--- src/hdl/spread_crossfade_selector_unit_assert.svh ---
// Assertion macros shared by the selector's modules.
`ifndef SPREAD_CROSSFADE_SELECTOR_UNIT_ASSERT_SVH
`define SPREAD_CROSSFADE_SELECTOR_UNIT_ASSERT_SVH
`ifndef SYNTH
`define SCSEL_ASSERT(lbl, ante, cons) \
  lbl: assert property (@(posedge clk) disable iff (!rst_n) (ante) |-> (cons)) \
    else $error("scsel assertion failed");
`define SCSEL_ASSERT_NXT(lbl, ante, cons) \
  lbl: assert property (@(posedge clk) disable iff (!rst_n) (ante) |=> (cons)) \
    else $error("scsel assertion failed");
`else
`define SCSEL_ASSERT(lbl, ante, cons)
`define SCSEL_ASSERT_NXT(lbl, ante, cons)
`endif
`endif

--- src/hdl/scsel_pkg.sv ---
package scsel_pkg;

  localparam int MAX_CHANNELS     = 512;
  localparam int SAMPLE_BITS      = 16;
  localparam int SINE_TABLE_DEPTH = 256;

  localparam int COUNT_W    = 10;
  localparam int CFG_DATA_W = 10;
  localparam int CFG_IDX_W  = 1;
  localparam logic [CFG_IDX_W-1:0] REG_CHANNEL_COUNT = 1'd0;
  localparam logic [CFG_IDX_W-1:0] REG_INDEXED_MODE  = 1'd1;
  localparam logic [COUNT_W-1:0]   CHANNEL_COUNT_RST = 10'd2;

  localparam int POS_W    = 32;
  localparam int SPREAD_W = 16;
  localparam int FRAC_W   = 16;
  localparam int N_W      = $clog2(MAX_CHANNELS + 1);
  localparam int CMP_W    = (COUNT_W > N_W) ? COUNT_W : N_W;
  localparam int CH_IDX_W = $clog2(MAX_CHANNELS);
  localparam int SPAN_W   = N_W + FRAC_W;
  localparam int FP_W     = SPAN_W + 1;
  localparam int MOD_STEPS = FP_W - FRAC_W - 1;
  localparam int MSH_W    = SPAN_W + MOD_STEPS - 1;
  localparam int PS_W     = POS_W + N_W + 1;

  localparam int SW_W      = SPREAD_W + 1;
  localparam int RECIP_W   = 24;
  localparam int DIV_STEPS = RECIP_W + 1;
  localparam int CNT_W     = $clog2(DIV_STEPS);
  localparam logic [SPREAD_W-1:0] SPREAD_MIN = 16'd26;

  localparam int LIM_W  = (SPAN_W > SW_W + 8) ? SPAN_W + 1 : SW_W + 9;
  localparam int XP_W   = SPAN_W + RECIP_W;
  localparam int X_W    = 16;
  localparam int GAIN_W = 16;
  localparam int TAB_W  = $clog2(SINE_TABLE_DEPTH);
  localparam int PROD_W = SAMPLE_BITS + GAIN_W;
  localparam int ACC_W  = SAMPLE_BITS + GAIN_W - 1 + CH_IDX_W;
  localparam int RND_W  = ACC_W + 1;
  localparam int OUT_SH = GAIN_W - 1;
  localparam logic signed [RND_W-1:0] RND_HALF = RND_W'(1) << (OUT_SH - 1);
  localparam logic signed [RND_W-1:0] SAT_MAX  = RND_W'((64'sd1 <<< (SAMPLE_BITS - 1)) - 1);
  localparam logic signed [RND_W-1:0] SAT_MIN  = ~SAT_MAX;

  localparam int QUEUE_DEPTH = 2;
  localparam int QP_W = (QUEUE_DEPTH > 1) ? $clog2(QUEUE_DEPTH) : 1;
  localparam int QC_W = $clog2(QUEUE_DEPTH + 1);

  localparam longint unsigned PI_Q30  = 64'd3373259426;
  localparam longint unsigned ONE_Q30 = 64'd1073741824;

  typedef enum logic [2:0] {
    FS_IDLE,
    FS_SCALE,
    FS_SETUP,
    FS_DIV,
    FS_PUSH
  } scsel_fstate_t;

  typedef struct packed {
    logic signed [SAMPLE_BITS-1:0] sample;
    logic [CH_IDX_W-1:0]           chan;
    logic                          last;
    logic [SPAN_W-1:0]             fpm;
    logic [SW_W-1:0]               sw;
    logic [RECIP_W-1:0]            recip;
  } scsel_entry_t;

  typedef struct packed {
    logic avail;
    logic full;
  } scsel_qstat_t;

  function automatic logic [N_W-1:0] eff_count(input logic [COUNT_W-1:0] raw);
    logic [CMP_W-1:0] r;
    r = CMP_W'(raw);
    if (r < CMP_W'(2)) begin
      r = CMP_W'(2);
    end else if (r > CMP_W'(MAX_CHANNELS)) begin
      r = CMP_W'(MAX_CHANNELS);
    end
    return N_W'(r);
  endfunction

  function automatic logic [GAIN_W-1:0] sine_q15(input int unsigned k);
    longint unsigned kk;
    longint unsigned u;
    longint unsigned u2;
    longint unsigned a;
    longint unsigned s;
    longint unsigned g;
    if (k <= SINE_TABLE_DEPTH - k) begin
      kk = 64'(k);
    end else begin
      kk = 64'(SINE_TABLE_DEPTH - k);
    end
    u  = (PI_Q30 * kk) / 64'(SINE_TABLE_DEPTH);
    u2 = (u * u) >> 30;
    a  = ONE_Q30 - u2 / 64'd72;
    a  = ONE_Q30 - ((u2 * a) >> 30) / 64'd42;
    a  = ONE_Q30 - ((u2 * a) >> 30) / 64'd20;
    a  = ONE_Q30 - ((u2 * a) >> 30) / 64'd6;
    s  = (u * a) >> 30;
    g  = (s + 64'd16384) >> 15;
    if (g > 64'd32768) begin
      g = 64'd32768;
    end
    return GAIN_W'(g);
  endfunction

endpackage

--- src/hdl/scsel_queue.sv ---
`include "spread_crossfade_selector_unit_assert.svh"

module scsel_queue import scsel_pkg::*; (
  input  logic         clk,
  input  logic         rst_n,
  input  logic         push_i,
  input  scsel_entry_t entry_i,
  input  logic         pop_i,
  output scsel_entry_t entry_o,
  output scsel_qstat_t qstat_o
);

  scsel_entry_t    mem_r [QUEUE_DEPTH];
  logic [QP_W-1:0] wp_r, wp_nxt;
  logic [QP_W-1:0] rp_r, rp_nxt;
  logic [QC_W-1:0] count_r, count_nxt;

  always_comb begin
    wp_nxt    = wp_r;
    rp_nxt    = rp_r;
    count_nxt = count_r;
    if (push_i) begin
      wp_nxt = (wp_r == QP_W'(QUEUE_DEPTH - 1)) ? '0 : wp_r + 1'b1;
    end
    if (pop_i) begin
      rp_nxt = (rp_r == QP_W'(QUEUE_DEPTH - 1)) ? '0 : rp_r + 1'b1;
    end
    if (push_i && !pop_i) begin
      count_nxt = count_r + 1'b1;
    end else if (pop_i && !push_i) begin
      count_nxt = count_r - 1'b1;
    end
  end

  always_ff @(posedge clk) begin
    if (!rst_n) begin
      wp_r    <= '0;
      rp_r    <= '0;
      count_r <= '0;
    end else begin
      wp_r    <= wp_nxt;
      rp_r    <= rp_nxt;
      count_r <= count_nxt;
    end
  end

  always_ff @(posedge clk) begin
    if (push_i) begin
      mem_r[wp_r] <= entry_i;
    end
  end

  assign entry_o       = mem_r[rp_r];
  assign qstat_o.avail = (count_r != '0);
  assign qstat_o.full  = (count_r == QC_W'(QUEUE_DEPTH));

  `SCSEL_ASSERT(a_no_pop_empty, pop_i, count_r != '0)
  `SCSEL_ASSERT_NXT(a_count_step, push_i && !pop_i, count_r == $past(count_r) + 1'b1)

endmodule

--- src/hdl/scsel_front.sv ---
`include "spread_crossfade_selector_unit_assert.svh"

module scsel_front import scsel_pkg::*; (
  input  logic                          clk,
  input  logic                          rst_n,
  input  logic                          in_valid,
  output logic                          in_ready,
  input  logic signed [SAMPLE_BITS-1:0] in_channel_sample,
  input  logic signed [POS_W-1:0]       in_position,
  input  logic [SPREAD_W-1:0]           in_spread,
  input  logic [N_W-1:0]                n_i,
  input  logic                          indexed_i,
  input  logic                          restart_i,
  input  scsel_qstat_t                  qstat_i,
  output logic                          push_o,
  output scsel_entry_t                  entry_o
);

  scsel_fstate_t                 state_r, state_nxt;
  logic [CH_IDX_W-1:0]           chan_r, chan_nxt;
  logic signed [SAMPLE_BITS-1:0] sample_r, sample_nxt;
  logic signed [POS_W-1:0]       pos_r, pos_nxt;
  logic [SPREAD_W-1:0]           spr_r, spr_nxt;
  logic signed [PS_W-1:0]        pscale_r, pscale_nxt;
  logic [FP_W-1:0]               rem_r, rem_nxt;
  logic [MSH_W-1:0]              msh_r, msh_nxt;
  logic [SW_W-1:0]               sw_r, sw_nxt;
  logic [SW_W-1:0]               dr_r, dr_nxt;
  logic [RECIP_W-1:0]            recip_r, recip_nxt;
  logic [CNT_W-1:0]              cnt_r, cnt_nxt;

  logic                   accept;
  logic                   last;
  logic [SPAN_W-1:0]      span;
  logic [SPAN_W-1:0]      pclamp;
  logic signed [PS_W-1:0] pmul;
  logic [SW_W:0]          dshift;

  assign span   = {n_i, {FRAC_W{1'b0}}};
  assign accept = in_valid && in_ready;
  assign last   = ((N_W + 1)'(chan_r) + 1'b1) >= (N_W + 1)'(n_i);
  assign pmul   = PS_W'(pos_r) * $signed(PS_W'({1'b0, n_i}));
  assign dshift = {dr_r, (cnt_r == '0)};

  always_comb begin
    state_nxt = state_r;
    case (state_r)
      FS_IDLE: begin
        if (accept && chan_r == '0) begin
          state_nxt = FS_SCALE;
        end
      end
      FS_SCALE: state_nxt = FS_SETUP;
      FS_SETUP: state_nxt = FS_DIV;
      FS_DIV: begin
        if (cnt_r == CNT_W'(DIV_STEPS - 1)) begin
          state_nxt = FS_PUSH;
        end
      end
      FS_PUSH: begin
        if (!qstat_i.full) begin
          state_nxt = FS_IDLE;
        end
      end
      default: state_nxt = FS_IDLE;
    endcase
  end

  always_comb begin
    in_ready = (state_r == FS_IDLE) && !qstat_i.full;
    push_o   = (accept && chan_r != '0) || (state_r == FS_PUSH && !qstat_i.full);
    entry_o.sample = (state_r == FS_PUSH) ? sample_r : in_channel_sample;
    entry_o.chan   = chan_r;
    entry_o.last   = last;
    entry_o.fpm    = rem_r[SPAN_W-1:0];
    entry_o.sw     = sw_r;
    entry_o.recip  = recip_r;
  end

  always_comb begin
    if (pscale_r[PS_W-1]) begin
      pclamp = '0;
    end else if (pscale_r > $signed(PS_W'(span))) begin
      pclamp = span;
    end else begin
      pclamp = pscale_r[SPAN_W-1:0];
    end
  end

  always_comb begin
    sample_nxt = sample_r;
    pos_nxt    = pos_r;
    spr_nxt    = spr_r;
    pscale_nxt = pscale_r;
    rem_nxt    = rem_r;
    msh_nxt    = msh_r;
    sw_nxt     = sw_r;
    dr_nxt     = dr_r;
    recip_nxt  = recip_r;
    cnt_nxt    = cnt_r;
    chan_nxt   = chan_r;
    if (accept && chan_r == '0) begin
      sample_nxt = in_channel_sample;
      pos_nxt    = in_position;
      spr_nxt    = (in_spread < SPREAD_MIN) ? SPREAD_MIN : in_spread;
    end
    case (state_r)
      FS_SCALE: begin
        pscale_nxt = indexed_i ? PS_W'(pos_r) : pmul;
      end
      FS_SETUP: begin
        rem_nxt   = FP_W'(pclamp) + FP_W'({spr_r, 8'h00});
        msh_nxt   = MSH_W'(span) << (MOD_STEPS - 1);
        sw_nxt    = {spr_r, 1'b0};
        dr_nxt    = '0;
        recip_nxt = '0;
        cnt_nxt   = '0;
      end
      FS_DIV: begin
        if (cnt_r < CNT_W'(MOD_STEPS)) begin
          if (MSH_W'(rem_r) >= msh_r) begin
            rem_nxt = FP_W'(MSH_W'(rem_r) - msh_r);
          end
          msh_nxt = msh_r >> 1;
        end
        if (dshift >= {1'b0, sw_r}) begin
          dr_nxt    = SW_W'(dshift - {1'b0, sw_r});
          recip_nxt = {recip_r[RECIP_W-2:0], 1'b1};
        end else begin
          dr_nxt    = dshift[SW_W-1:0];
          recip_nxt = {recip_r[RECIP_W-2:0], 1'b0};
        end
        cnt_nxt = cnt_r + 1'b1;
      end
      default: ;
    endcase
    if (push_o) begin
      chan_nxt = last ? '0 : chan_r + 1'b1;
    end
    if (restart_i) begin
      chan_nxt = '0;
    end
  end

  always_ff @(posedge clk) begin
    if (!rst_n) begin
      state_r <= FS_IDLE;
      chan_r  <= '0;
    end else begin
      state_r <= state_nxt;
      chan_r  <= chan_nxt;
    end
  end

  always_ff @(posedge clk) begin
    sample_r <= sample_nxt;
    pos_r    <= pos_nxt;
    spr_r    <= spr_nxt;
    pscale_r <= pscale_nxt;
    rem_r    <= rem_nxt;
    msh_r    <= msh_nxt;
    sw_r     <= sw_nxt;
    dr_r     <= dr_nxt;
    recip_r  <= recip_nxt;
    cnt_r    <= cnt_nxt;
  end

  `SCSEL_ASSERT(a_chan_range, 1'b1, (N_W + 1)'(chan_r) < (N_W + 1)'(n_i))
  `SCSEL_ASSERT(a_push_room, push_o, !qstat_i.full)
  `SCSEL_ASSERT_NXT(a_div_start, state_r == FS_SETUP, state_r == FS_DIV && cnt_r == '0)

endmodule

--- src/hdl/scsel_back.sv ---
`include "spread_crossfade_selector_unit_assert.svh"

module scsel_back import scsel_pkg::*; (
  input  logic                          clk,
  input  logic                          rst_n,
  input  scsel_qstat_t                  qstat_i,
  input  scsel_entry_t                  entry_i,
  output logic                          pop_o,
  input  logic [N_W-1:0]                n_i,
  output logic                          out_valid,
  input  logic                          out_ready,
  output logic signed [SAMPLE_BITS-1:0] out_mix_sample
);

  logic [GAIN_W-1:0] sine_tab [SINE_TABLE_DEPTH];

  for (genvar k = 0; k < SINE_TABLE_DEPTH; k++) begin : g_sine
    assign sine_tab[k] = sine_q15(k);
  end

  logic advance;

  logic                          v1_r, v2_r, v3_r, v4_r;
  logic [SPAN_W-1:0]             d1_r, d1_nxt;
  logic                          in1_r, in1_nxt;
  logic [RECIP_W-1:0]            recip1_r;
  logic signed [SAMPLE_BITS-1:0] smp1_r, smp2_r, smp3_r;
  logic                          first1_r, first2_r, first3_r, first4_r;
  logic                          last1_r, last2_r, last3_r, last4_r;
  logic [TAB_W-1:0]              idx2_r, idx2_nxt;
  logic                          in2_r;
  logic [GAIN_W-1:0]             gain3_r, gain3_nxt;
  logic signed [PROD_W-1:0]      prod4_r, prod4_nxt;
  logic signed [ACC_W-1:0]       acc_r, acc_nxt;
  logic                          out_valid_r, out_valid_nxt;
  logic signed [SAMPLE_BITS-1:0] mix_r, mix_nxt;

  logic [SPAN_W-1:0]       span;
  logic [SPAN_W:0]         wrap;
  logic [XP_W-1:0]         xprod;
  logic [X_W-1:0]          xfrac;
  logic signed [RND_W-1:0] rsum;
  logic signed [RND_W-1:0] rsh;

  assign span    = {n_i, {FRAC_W{1'b0}}};
  assign advance = !(out_valid_r && !out_ready);
  assign pop_o   = qstat_i.avail && advance;

  always_comb begin
    wrap = (SPAN_W + 1)'(entry_i.fpm) + (SPAN_W + 1)'(span)
         - (SPAN_W + 1)'({entry_i.chan, {FRAC_W{1'b0}}});
    if (wrap >= (SPAN_W + 1)'(span)) begin
      d1_nxt = SPAN_W'(wrap - (SPAN_W + 1)'(span));
    end else begin
      d1_nxt = wrap[SPAN_W-1:0];
    end
    in1_nxt = LIM_W'(d1_nxt) < LIM_W'({entry_i.sw, 8'h00});
  end

  assign xprod    = XP_W'(d1_r) * XP_W'(recip1_r);
  assign xfrac    = xprod[FRAC_W +: X_W];
  assign idx2_nxt = xfrac[X_W-1 -: TAB_W];

  assign gain3_nxt = in2_r ? sine_tab[idx2_r] : '0;
  assign prod4_nxt = $signed(PROD_W'(smp3_r)) * $signed(PROD_W'({1'b0, gain3_r}));

  always_comb begin
    acc_nxt = (first4_r ? '0 : acc_r) + ACC_W'(prod4_r);
    rsum    = RND_W'(acc_nxt) + RND_HALF;
    rsh     = rsum >>> OUT_SH;
  end

  always_comb begin
    out_valid_nxt = out_valid_r && !out_ready;
    mix_nxt       = mix_r;
    if (advance && v4_r && last4_r) begin
      out_valid_nxt = 1'b1;
      if (rsh > SAT_MAX) begin
        mix_nxt = SAT_MAX[SAMPLE_BITS-1:0];
      end else if (rsh < SAT_MIN) begin
        mix_nxt = SAT_MIN[SAMPLE_BITS-1:0];
      end else begin
        mix_nxt = rsh[SAMPLE_BITS-1:0];
      end
    end
  end

  always_ff @(posedge clk) begin
    if (!rst_n) begin
      v1_r        <= 1'b0;
      v2_r        <= 1'b0;
      v3_r        <= 1'b0;
      v4_r        <= 1'b0;
      out_valid_r <= 1'b0;
    end else begin
      if (advance) begin
        v1_r <= pop_o;
        v2_r <= v1_r;
        v3_r <= v2_r;
        v4_r <= v3_r;
      end
      out_valid_r <= out_valid_nxt;
    end
  end

  always_ff @(posedge clk) begin
    if (advance) begin
      d1_r     <= d1_nxt;
      in1_r    <= in1_nxt;
      recip1_r <= entry_i.recip;
      smp1_r   <= entry_i.sample;
      first1_r <= (entry_i.chan == '0);
      last1_r  <= entry_i.last;
      idx2_r   <= idx2_nxt;
      in2_r    <= in1_r;
      smp2_r   <= smp1_r;
      first2_r <= first1_r;
      last2_r  <= last1_r;
      gain3_r  <= gain3_nxt;
      smp3_r   <= smp2_r;
      first3_r <= first2_r;
      last3_r  <= last2_r;
      prod4_r  <= prod4_nxt;
      first4_r <= first3_r;
      last4_r  <= last3_r;
      if (v4_r) begin
        acc_r <= acc_nxt;
      end
    end
    mix_r <= mix_nxt;
  end

  assign out_valid      = out_valid_r;
  assign out_mix_sample = mix_r;

  `SCSEL_ASSERT_NXT(a_out_from_last, !out_valid_r, !out_valid_r || $past(v4_r && last4_r))

endmodule

--- src/hdl/spread_crossfade_selector_unit.sv ---
// Channel 0 item: the front runs scale, setup, 25-step reciprocal divide with modulo, push.
// Channels 1..N-1: one item per cycle while the queue is not full.
// mix_sample is registered once the last channel's item has passed the queue and the mix stages.
// A two-entry queue parts the front from the five-stage mix pipeline.
// Reset: rst_n synchronous, active low; channel_count 2, indexed_mode 0, frame at channel 0.
module spread_crossfade_selector_unit import scsel_pkg::*; (
  input  logic                          clk,
  input  logic                          rst_n,
  input  logic                          in_valid,
  output logic                          in_ready,
  input  logic signed [SAMPLE_BITS-1:0] in_channel_sample,
  input  logic signed [POS_W-1:0]       in_position,
  input  logic [SPREAD_W-1:0]           in_spread,
  output logic                          out_valid,
  input  logic                          out_ready,
  output logic signed [SAMPLE_BITS-1:0] out_mix_sample,
  input  logic                          cfg_we,
  input  logic [CFG_IDX_W-1:0]          cfg_index,
  input  logic [CFG_DATA_W-1:0]         cfg_wdata
);

  logic [COUNT_W-1:0] count_r, count_nxt;
  logic               indexed_r, indexed_nxt;
  logic               restart;
  logic [N_W-1:0]     n_eff;

  logic         push;
  logic         pop;
  scsel_entry_t push_entry;
  scsel_entry_t head_entry;
  scsel_qstat_t qstat;

  always_comb begin
    count_nxt   = count_r;
    indexed_nxt = indexed_r;
    restart     = 1'b0;
    if (cfg_we) begin
      case (cfg_index)
        REG_CHANNEL_COUNT: begin
          count_nxt = COUNT_W'(cfg_wdata);
          restart   = 1'b1;
        end
        REG_INDEXED_MODE: indexed_nxt = cfg_wdata[0];
        default: ;
      endcase
    end
  end

  always_ff @(posedge clk) begin
    if (!rst_n) begin
      count_r   <= CHANNEL_COUNT_RST;
      indexed_r <= 1'b0;
    end else begin
      count_r   <= count_nxt;
      indexed_r <= indexed_nxt;
    end
  end

  assign n_eff = eff_count(count_r);

  scsel_front u_front (
    .clk               (clk),
    .rst_n             (rst_n),
    .in_valid          (in_valid),
    .in_ready          (in_ready),
    .in_channel_sample (in_channel_sample),
    .in_position       (in_position),
    .in_spread         (in_spread),
    .n_i               (n_eff),
    .indexed_i         (indexed_r),
    .restart_i         (restart),
    .qstat_i           (qstat),
    .push_o            (push),
    .entry_o           (push_entry)
  );

  scsel_queue u_queue (
    .clk     (clk),
    .rst_n   (rst_n),
    .push_i  (push),
    .entry_i (push_entry),
    .pop_i   (pop),
    .entry_o (head_entry),
    .qstat_o (qstat)
  );

  scsel_back u_back (
    .clk            (clk),
    .rst_n          (rst_n),
    .qstat_i        (qstat),
    .entry_i        (head_entry),
    .pop_o          (pop),
    .n_i            (n_eff),
    .out_valid      (out_valid),
    .out_ready      (out_ready),
    .out_mix_sample (out_mix_sample)
  );

endmodule

--- config.mk ---
export PLATFORM = sky130hd
export DESIGN_NAME = spread_crossfade_selector_unit
export DESIGN_NICKNAME = d
export VERILOG_FILES = /design/src/hdl/scsel_pkg.sv /design/src/hdl/scsel_queue.sv /design/src/hdl/scsel_front.sv /design/src/hdl/scsel_back.sv /design/src/hdl/spread_crossfade_selector_unit.sv
export VERILOG_INCLUDE_DIRS = /design/src /design/src/hdl
export SDC_FILE = /design/constraint.sdc
export NUM_CORES = 2
export LEC_CHECK = 0
export BUFFER_PORTS_ARGS = -buffer_cell sky130_fd_sc_hd__buf_2
export CAP_MARGIN = 20
export CORE_AREA = 2 2 344 414
export DETAILED_ROUTE_END_ITERATION = 10
export DIE_AREA = 0 0 346 416
export PLACE_DENSITY_LB_ADDON = 0.05
export REMOVE_ABC_BUFFERS = 1
export SYNTH_ARGS = -nofsm -noshare
export SYNTH_HDL_FRONTEND = slang
export SYNTH_SLANG_ARGS = --single-unit
export TNS_END_PERCENT = 10
--- constraint.sdc ---
create_clock -name clk -period 7.5 [get_ports clk]
set_input_delay 0.375 -clock clk [delete_from_list [all_inputs] [get_ports clk]]
set_output_delay 0.375 -clock clk [all_outputs]
set_load 0.1 [all_outputs]
==> flow_metrics.tcl <==
set metrics [dict create \
    status "completed" \
    chipWidth_um 346 \
    tightest_slew_ns 1.15 \
    ys_ff_latch 668 \
    yosysMostFrequentCell "inv_1" \
    final_nets 8553 \
    grt_max_degree 80 \
    synth-edff-count 635 \
    dpl.cell_count 8791 \
    rrSetupSlack_ns 0.33 \
    synthTopCellsByCount "inv_1 (1,035), nand2_1 (941), fa_1 (856), edfxtp_1 (635), ha_1 (501)" \
    finalHoldViolCount 0 \
    synth_top_area_share_pct 27.5 \
    viasPerCell 5.58 \
    cts_sinks 668 \
    worst-path-buf-inv 1 \
    cts-root-buf "clkbuf_16" \
    synth_ff_type "edfxtp_1" \
    rsz0062_at_grt "true" \
    cts_buffer_depth 3 \
    ioPinCount 98 \
    cp_common_cell "ha_1" \
    critPathRequiredTime_ns 8.06 \
    htreeDepth 3 \
    gr-total-overflow 0 \
    syn_area_mm2 0.0694 \
    die_h_um 416 \
    ys_seq_area_share_pct 28.4 \
    vias 50400 \
    wl_met2_um 98900 \
    tritoncts "yes" \
    core-area_mm2 0.140 \
    gpl.final_weighted_congestion 0.964 \
    post-route-period-util_pct 95.5 \
    synthTopCellsByArea "edfxtp_1 (27%), fa_1 (25%), ha_1 (9.0%), inv_1 (5.6%), nand2_1 (5.1%)" \
    critPathKind "reg2reg" \
    drcViolationCount 0 \
    drt-pass1-iter-count 6 \
    slew_viol_final 0 \
    die_area_mm2 0.144 \
    arrival_ns 7.73 \
    antenna_found_initial 7 \
    track_usage_pct 27.7 \
    hold_class "in2reg" \
    final_core_util_pct 54.1 \
    endpoint_kind "register" \
    crit_family "simple AND/OR/NAND/NOR gates" \
    fmax_mhz 140 \
    grt_pass1_wl_um 308000 \
    drt_wl_total_um 196000 \
    start_util_pct 49.5 \
    cts_inserted_buffers 76 \
    synth_cell_types 102 \
    layoutNonFillerInstCount 9018 \
    drive_gt1_share_pct 8.37 \
    synth_warnings 0 \
    wl_met1_um 80700 \
    antenna_left 0 \
    grt_pass1_vias 52900 \
    setup_viol 0 \
    clk_latency_ns 0.74 \
    startpoint_type "register" \
    critPathMaxStageDelay_ns 0.54 \
    wire_per_inst_um 21.7 \
    hpwl_um 151000 \
    finalClockSkew_ns 0.0573 \
    cpMaxStageDelayCell "or4_1" \
    slew_headroom_pct 22.5 \
    syn_avg_cell_area_um2 9.88 \
    top_layer "met4" \
    synth_area_leader_cell "edfxtp_1" \
    wl_met3_um 8990 \
    ys_async_sr_fraction_pct 0 \
    area_growth_pct 9.25 \
    min_path_cells 2 \
    hold_path_startpoint "rst_n" \
    reg2regPathDepth 27 \
    row_count 151 \
    syn_inst 7026 \
    reg2reg_to "u_back.in1_r" \
    fin_setup_tns_ns 0 \
    r2r-start "count_r[5]" \
    clkTransAtPathRegs_ns 0.06 \
    crit_fanout 12 \
    drtIter0Drc 3648 \
    nFillCells 12800 \
    portBuffers 97 \
    max_cap_violations 0 \
    fin_crit_ns 7.17 \
    min_to "u_front.state_r[2]" \
]
[layout make-up]
type / count / area, um^2 / share of cell area (%)
multi-input combinational: 4959 / 44600 / 58.7
timing repair buffer: 372 / 2850 / 3.76
clock buffer: 90 / 2000 / 2.63
clock inverter: 51 / 508 / 0.670
tap: 1836 / 2300 / 3.03
sequential: 668 / 19700 / 26.0
inverter: 1039 / 3910 / 5.15
antenna: 3 / 7.51 / 0.00990
[routing by layer]
| metal | track usage [%] | up-vias |
|---|---|---|
| li1 | - | 23300 |
| met1 | 35.2 | 25400 |
| met2 | 48.9 | 1394 |
| met3 | 2.80 | 327 |
| met4 | 10.1 | 0 |
| met5 | 0 | - |
[logic make-up after synthesis]
| family | share of synthesized area (%) |
|---|---|
| flip-flops | 28.4 |
| adder cells (fa/ha/maj) | 33.7 |
| AND/OR/NAND/NOR | 14.9 |
| AO/OA/AOI/OAI | 9.83 |
| buffers and inverters | 7.60 |
| multiplexers | 2.50 |
| XOR/XNOR | 3.03 |
[what timing repair did]
action,4_1_cts,5_1_grt
endpoints found under the hold margin,97,0
pin swaps,0,0
gates cloned,0,0
gates resized for setup,2,13
setup buffers,0,4
hold buffers,78,0
setup endpoints to repair,1,8
[flip-flops by register name, summed over array words and instances (netlist names), 5 cells and up, named ones only]
signal / cells
u_front.recip_r: 24
u_front.spr_r: 16
u_front.rem_r: 27
u_back.smp3_r: 16
u_front.msh_r: 35
u_front.sw_r: 16
u_back.smp1_r: 16
u_back.acc_r: 40
u_front.pos_r: 32
u_front.dr_r: 17
u_back.out_mix_sample: 16
u_front.cnt_r: 5
u_back.gain3_r: 16
u_back.prod4_r: 32
u_back.idx2_r: 8
u_queue.mem_r: 184
count_r: 10
u_back.d1_r: 26
u_front.pscale_r: 43
u_back.smp2_r: 16
u_front.chan_r: 9
u_front.sample_r: 16
u_back.recip1_r: 24
[worst max path at each step]
stage               start            to  slack, ns  depth (start not counted)
3_5_place_dp     register  u_back.in1_r      -0.25                         24
4_1_cts        count_r[5]  u_back.in1_r       0.05                         25
6_report       count_r[5]  u_back.in1_r       0.33                         27
5_1_grt          register  u_back.in1_r      -0.06                         33
2_1_floorplan    register  u_back.in1_r      -1.63                         30
3_3_place_gp     register  u_back.in1_r      -0.19                         24
[per-stage QoR]
step	area [um^2]	hold slack, ns	worst slack, ns
floorplan	68100	0.400	-1.63
global placement	72400	0.402	-0.192
detailed placement	72400	0.405	-0.252
CTS	75700	0.00979	0.0482
global route	75900	0.0651	-0.0556
finish	75900	0.0753	0.335
[cells in the final DEF (no fill, tap or decap), drive strengths merged, types with 78 or more instances in the layout]
| master | n |
|---|---|
| edfxtp | 635 |
| and2 | 439 |
| a21oi | 305 |
| nor2b | 79 |
| buf | 294 |
| fa | 856 |
| o21ai | 256 |
| a21o | 81 |
| dlygate4sd3 | 78 |
| nand2 | 941 |
| ha | 501 |
| xor2 | 83 |
| mux2 | 84 |
| inv | 1040 |
| clkbuf | 90 |
| xnor2 | 156 |
| nor2 | 301 |
Power is left out: the tool's default activity adds up to more than one toggle a clock period on the data nets, which glitch-free logic cannot reach.
